## src/sv/g2e_pkg.sv

```systemverilog
// Shared types, constants and elaboration-time constant functions of the geodetic to ECEF converter.
package g2e_pkg;

    localparam int CORD_W      = 62;
    localparam int MAG_W       = 62;
    localparam int HU_W        = 29;
    localparam int RSQRT_ITERS = 7;
    localparam int NEWTON_LAT  = 7;

    // Back-end timing, counted in pipeline advances after the quadrant map register.
    localparam int T_W       = 5;
    localparam int T_Y       = T_W + NEWTON_LAT * RSQRT_ITERS;
    localparam int T_NZ      = T_Y + 4;
    localparam int TAP_HU    = T_NZ - 1;
    localparam int TAP_LAT   = T_NZ + 1;
    localparam int TAP_LON   = T_NZ + 3;
    localparam int SIDE_LEN  = TAP_LON + 1;
    localparam int BACK_LAT  = T_NZ + 8;
    localparam int FRONT_LAT = 4;

    localparam logic [63:0] Q60       = 64'h1000_0000_0000_0000;
    localparam logic [63:0] THREE_Q60 = 64'h3000_0000_0000_0000;
    localparam logic [63:0] PI_NUM    = 64'd314159265359;
    localparam logic [63:0] PI_DEN    = 64'd100000000000;
    localparam logic [63:0] INVF_NUM  = 64'd298257223563;
    localparam logic [63:0] INVF_DEN  = 64'd1000000000;
    localparam logic [63:0] A_MM      = 64'd6378137000;
    localparam logic [63:0] OUT_LIMIT = 64'd7000000000;
    localparam logic [32:0] UNIT_QUARTER = 33'd754974720;
    localparam logic [32:0] UNIT_TURN    = 33'd3019898880;

    typedef struct packed {
        logic signed [CORD_W-1:0] x;
        logic signed [CORD_W-1:0] y;
        logic signed [CORD_W-1:0] z;
    } cord_t;

    // floor(num * 2^sh / den) for num < den
    function automatic logic [63:0] frac_bits(input logic [63:0] num, input logic [63:0] den,
                                              input int sh);
        logic [64:0] r;
        logic [63:0] q;
        int k;
        r = {1'b0, num};
        q = '0;
        for (k = 0; k < sh; k++)
        begin
            r = r << 1;
            q = q << 1;
            if (r >= {1'b0, den})
            begin
                r = r - {1'b0, den};
                q[0] = 1'b1;
            end
        end
        return q;
    endfunction

    // Long division, elaboration only.
    function automatic logic [63:0] div_u(input logic [63:0] num, input logic [63:0] den);
        logic [64:0] r;
        logic [63:0] q;
        int k;
        r = '0;
        q = '0;
        for (k = 63; k >= 0; k--)
        begin
            r = {r[63:0], num[k]};
            if (r >= {1'b0, den})
            begin
                r = r - {1'b0, den};
                q[k] = 1'b1;
            end
        end
        return q;
    endfunction

    function automatic logic [63:0] mul_shr(input logic [63:0] a, input logic [63:0] b,
                                            input int s);
        logic [127:0] p;
        p = {64'b0, a} * {64'b0, b};
        p = p >> s;
        return p[63:0];
    endfunction

    function automatic logic [63:0] rsqrt_q60(input logic [63:0] w);
        logic [63:0] y;
        logic [63:0] t;
        int k;
        y = Q60;
        for (k = 0; k < RSQRT_ITERS; k++)
        begin
            t = mul_shr(w, mul_shr(y, y, 60), 60);
            t = (t < THREE_Q60) ? THREE_Q60 - t : 64'd0;
            y = mul_shr(y, t, 61);
        end
        return y;
    endfunction

    // atan(2^-i) in Q60, alternating series with truncated terms
    function automatic logic signed [63:0] atan_q60(input int i);
        logic signed [63:0] acc;
        logic [63:0] term;
        int k;
        int e;
        acc = '0;
        if (i == 0)
            acc = $signed(frac_bits(PI_NUM, 4 * PI_DEN, 60));
        else
        begin
            for (k = 0; k < 32; k++)
            begin
                e = i * (2 * k + 1);
                if (e <= 60)
                begin
                    term = div_u(Q60 >> e, 64'(2 * k + 1));
                    if ((k & 1) != 0)
                        acc = acc - $signed(term);
                    else
                        acc = acc + $signed(term);
                end
            end
        end
        return acc;
    endfunction

    // Inverse CORDIC gain in Q60
    function automatic logic [63:0] kc_q60(input int steps);
        logic [63:0] p;
        int i;
        p = Q60;
        for (i = 0; i < steps; i++)
            p = p + (p >> (2 * i));
        return rsqrt_q60(p >> 2) >> 1;
    endfunction

    localparam logic [31:0] KCONV    = 32'(frac_bits(PI_NUM, 180 * PI_DEN, 37));
    localparam logic [63:0] F_Q60    = frac_bits(INVF_DEN, INVF_NUM, 60);
    localparam logic [63:0] E2_Q60   = 2 * F_Q60 - mul_shr(F_Q60, F_Q60, 60);
    localparam logic [63:0] ONE_M_E2 = Q60 - E2_Q60;

endpackage

```

## src/sv/g2e_cordic_cell.sv

```systemverilog
// One rotation-mode CORDIC micro-rotation with a registered output and a carried tag.
module g2e_cordic_cell #(
    parameter int STAGE = 0,
    parameter int TAG_W = 2
) (
    input  logic                  clk,
    input  logic                  en,
    input  g2e_pkg::cord_t        v_in,
    input  logic [TAG_W-1:0]      tag_in,
    output g2e_pkg::cord_t        v_out,
    output logic [TAG_W-1:0]      tag_out
);

    localparam logic signed [g2e_pkg::CORD_W-1:0] ATAN =
        g2e_pkg::CORD_W'(g2e_pkg::atan_q60(STAGE));

    logic signed [g2e_pkg::CORD_W-1:0] dx, dy;
    g2e_pkg::cord_t v_next;
    g2e_pkg::cord_t v_reg;
    logic [TAG_W-1:0] tag_reg;

    always_comb
    begin
        dx = v_in.y >>> STAGE;
        dy = v_in.x >>> STAGE;
        if (!v_in.z[g2e_pkg::CORD_W-1])
        begin
            v_next.x = v_in.x - dx;
            v_next.y = v_in.y + dy;
            v_next.z = v_in.z - ATAN;
        end
        else
        begin
            v_next.x = v_in.x + dx;
            v_next.y = v_in.y - dy;
            v_next.z = v_in.z + ATAN;
        end
    end

    always_ff @(posedge clk)
    begin
        if (en)
        begin
            v_reg   <= v_next;
            tag_reg <= tag_in;
        end
    end

    assign v_out   = v_reg;
    assign tag_out = tag_reg;

endmodule

```

## config.mk

```make
export PLATFORM = sky130hd
export DESIGN_NAME = g2e_cordic_cell
export DESIGN_NICKNAME = d
export VERILOG_FILES = /design/src/sv/g2e_pkg.sv /design/src/sv/g2e_cordic_cell.sv
export SDC_FILE = /design/constraint.sdc
export NUM_CORES = 1
export LEC_CHECK = 0
export BUFFER_PORTS_ARGS = -buffer_cell sky130_fd_sc_hd__buf_2
export CAP_MARGIN = 5
export CORE_AREA = 2 2 194 196
export CTS_CLUSTER_DIAMETER = 30
export DETAILED_ROUTE_END_ITERATION = 12
export DIE_AREA = 0 0 196 198
export GPL_TIMING_DRIVEN = 1
export PLACE_DENSITY = 0.92
export SLEW_MARGIN = 10
export SYNTH_ARGS = -nofsm -noshare
export SYNTH_HDL_FRONTEND = slang
export SYNTH_SLANG_ARGS = --single-unit
```

## constraint.sdc

```tcl
create_clock -name clk -period 4.2 [get_ports clk]
set_input_delay 0 -clock clk [delete_from_list [all_inputs] [get_ports clk]]
set_output_delay 0 -clock clk [all_outputs]
set_load 0.1 [all_outputs]
```

# ---- Word level (Yosys, flattened, before mapping)
# Index checks and enable logic that the tools add are counted.
dict set report word_totals {
  regBits 188
  latchBits 0
  ramBits 0
  romBits 0
  input_bits 190
  output_inout_bits 188
  elab_cells 10
  n_memories 0
}
dict set report op_classes {
  n_addsub 5
  mul 0
  n_div 0
  n_lt_le_gt_ge 0
  eq_ne 0
  shift 0
  mux 1
  bitwise_logic 0
  reduce_logical 0
}
# cell count
set op_table {}
lappend op_table {{two-way mux 186 bit} 1}
lappend op_table {{subtractor 62 bit} 2}
lappend op_table {{adder 62 x 61 -> 62 bit, second input constant} 1}
lappend op_table {{adder 62 bit} 1}
lappend op_table {{subtractor 62 x 61 -> 62 bit, second input constant} 1}

# ---- Longest topological paths before layout
dict set report logic_depth {
  depth_word 2
  depth_mapped 16
  mapped_depth_nobuf 13
}

# ---- Worst setup path before layout
# OpenSTA, ideal clock, no wires.
dict set report synth_path {
  kind {input to register}
  from {in v_in[61] in the netlist's numbering}
  to {reg v_reg (netlist bit v_out[38]) (data pin)}
  setup_ns 0.265
  t_arrival_ns 3.648
  required_time_ns 3.935
  setup_slack_ns 0.287
  path_stages 15
  cell_sequence {clkbuf_1 -> inv_1 -> clkbuf_1 -> buf_1 -> ha_1 -> nand3_1 -> nor2_1 -> or2_2 -> a211oi_1 -> a31oi_1 -> a31oi_1 -> nand2b_1 -> a21boi_0 -> o21ai_0 -> xor2_1}
}
# item line_no
set synth_lines {}
lappend synth_lines {{from (decl)} g2e_cordic_cell.sv:8} ;# input g2e_pkg::cord_t v_in,
lappend synth_lines {{to (signal assigned)} g2e_cordic_cell.sv:44} ;# v_reg <= v_next;
lappend synth_lines {{to (decl)} g2e_cordic_cell.sv:19} ;# g2e_pkg::cord_t v_reg;

==> metrics.txt <==
Starting Density between 50% and 60%; setup ws final 0.191 ns; routed len/inst 22.7 um; register area share after synthesis 26.7%; Hold Startpoint v_in[62]; first-pass GRT wire length 116000 um; Post-Synth Simple-Gate Area 15.4%; Synth Warn # 0; clk buf depth 2; CTS sink count 187; final net count 3333; Critical Path Sink Type flop; # DRC 0; switching fraction of total power 53.2%; Max Transition Viols Final 0; Synth Area in XOR/XNOR 7.24%; total power 9720 uW; Final TNS setup 0 ns; top_reg_cell synth edfxtp_1; Pint 4550 uW; RSZ-0062 raised after global routing false; detailed-route via count 22000; number of core rows 71; Yosys top cell by area edfxtp_1; top cell type's share of synthesized area about a quarter; Hold EP v_out[124]; most frequent cell after synthesis a21oi_1; worst path required time 4.42 ns; number of port buffers 377; Post-Synth Adder-Cell Area 14.8%; antenna viol nets, final 0; critical path class in2reg; Reg power frac 26.8%; Core Box Area 37000 um2; Synth Area in Compound Gates 28.5%; Pwr Density between 400 and 500 nW/um2; Starting DRT DRC Count 2374; FMAX approximately 0.25 GHz; Area growth, synth to finish 13.9%; Logic pwr share 56.0%; GPL Wtd Cong 1.08; Vias per Instance 6.49; Final Hold Fails 0; # fillers 3158; Post-synth EDFFs 187; multi-input logic area 14100 um2; clk root buf clkbuf_16; Final Util 64.9%; worst setup slack after placement ~0.3 ns; antenna violations before repair 4; Hold Crit Class in2reg; Netlist cell types 91; ys async rst share 0%; height of the die 198 um; top-level I/O count 378; clock slew at reported path FFs 0.08 ns; Syn Area/Cell 8.15 um2; Crit path arrival time around 4.2 ns; synthesized area 21000 um2; Relative slew margins 35.3%; Yosys reg bits roughly 190; Reg area 5620 um2; worst slew pin tran just under 1 ns; maximum fanout along the worst path 4; NetSw 5180 uW; Clk network pwr share 17.2%; Pre-Repair DR Iteration Count 8; Worst Setup Start Kind input pin; # resized after CTS 0; gr ovfl total 0; vias in the first global route 20600; Post-Syn Instances between 2000 and 3000; crit path time final 4.01 ns; CTS tree done; Post-CTS Hold Fix Bufs 7; Overall Global Routing Usage 38.6%; largest family of logic cells by synthesized area compound AO/OA/AOI/OAI gates; post-detailed-routing wire length 76800 um; leakage power roughly 0.011 uW; period utilization 95.4%; H-tree depth 4; Hold Crit Depth 4; largest net degree at the start of global routing a little under 200; Num CTS Buffers 17; syn nets 3016; main area contributors after synthesis edfxtp_1 27%, ha_1 14%, a21oi_1 8.1%, xnor2_1 6.2%, inv_1 3.6%; Max VDD drop 0.000347 V; detailed placement HPWL 61500 um; MaxCap Viol Count 0; # Post-CTS Setup Buffers 0; Die ar. 38800 um2; post-synthesis mux area share around 1.2%; outcome finished clean; most common library cells after synthesis 342 x a21oi_1, 242 x ha_1, 204 x inv_1, 204 x nor2_1, 187 x edfxtp_1; share of cells above drive strength 1 16.8%; Final setup viols 0; die width 196 um
[power by group through the flow]
stage	Combinational, uW	Sequential (uW)	Clock [uW]
final	5440	2610	1680
after global placement	5310	2630	0
after floorplan	1900	4880	0
after global routing	5670	2630	1740
after detailed placement	5320	2640	0
after CTS	5350	2610	1690
[placed cells by master, fill, tap and decap left out, types with 12 or more instances in the layout]
| cell type | n |
|---|---|
| a211o_1 | 16 |
| a211oi_1 | 28 |
| a21o_1 | 85 |
| a21oi_1 | 342 |
| a31oi_1 | 22 |
| and3_1 | 19 |
| buf_2 | 375 |
| buf_4 | 31 |
| clkbuf_16 | 17 |
| edfxtp_1 | 187 |
| ha_1 | 242 |
| inv_1 | 203 |
| mux2i_1 | 24 |
| nand2_1 | 169 |
| nand2b_1 | 28 |
| nand3_1 | 48 |
| nand4_1 | 56 |
| nor2_1 | 204 |
| nor2b_1 | 19 |
| nor3_1 | 48 |
| nor4_1 | 30 |
| o211ai_1 | 15 |
| o21a_1 | 25 |
| o21ai_0 | 149 |
| o21ai_1 | 32 |
| o21bai_1 | 78 |
| o31ai_1 | 35 |
| or2_2 | 12 |
| xnor2_1 | 148 |
| xor2_1 | 26 |
[layer usage]
| layer | vias up | track usage, % | part of all wire [%] |
|---|---|---|---|
| met5 | - | 0 | 0 |
| met4 | 0 | 15.9 | 4.3 |
| met3 | 203 | 5.89 | 9.7 |
| met2 | 1343 | 61.4 | 45 |
| met1 | 10400 | 52.5 | 41 |
| li1 | 10100 | - | - |
[metrics by stage]
step,std cells,instance area [um2],hold WS [ns]
floorplan,2580,21000,0.0989
global placement,3345,23300,0.178
detailed placement,3345,23300,0.179
CTS,3384,24000,0.0359
global route,3387,24000,0.0652
finish,3389,24000,0.0499
[layout make-up]
cell class                 instances  share of cell area, %
multi-input combinational       2062                   59.0
sequential                       187                   23.4
timing repair buffer             416                   9.27
inverter                         213                   3.34
tap                              474                   2.47
clock buffer                      17                   1.77
clock inverter                    15                  0.668
antenna                            5                 0.0522
[worst max path at each step]
| stage | from | end | slack (ns) | cells past startpoint |
|---|---|---|---|---|
| after floorplan | v_in[61] | v_out[38] | 0.29 | 15 |
| after global placement | v_in[61] | v_out[59] | 0.30 | 13 |
| after detailed placement | v_in[61] | v_out[59] | 0.30 | 13 |
| after CTS | v_in[124] | v_out[182] | 0.53 | 17 |
| after global routing | v_in[124] | v_out[182] | 0.18 | 17 |
| final | v_in[124] | v_out[120] | 0.19 | 14 |
[critical path, cell delays in order]
cell and delay [ns]:
dlygate4sd3_1 0.57, buf_2 0.16, ha_1 0.21, fa_1 0.39, inv_1 0.08, a21oi_1 0.11, o211ai_1 0.41, a41o_1 0.30
a41o_1 0.36, o21ai_1 0.28, o31a_1 0.37, o21ai_0 0.54, o21ai_0 0.24, xnor2_1 0.19
[registers in the layout (all words and copies together), names as in the netlist]
name / cells
v_out: 185
tag_out: 2
[logic make-up after synthesis]
group                      count (synthesis)
muxes                                     26
buffers and inverters                    331
DFF                                      187
adders and majority gates                246
and+or+nand+nor                          679
AOI/OAI and AO/OA                        937
xor gates and xnor gates                 174
No activity file was read; power rests on OpenSTA's default activity.
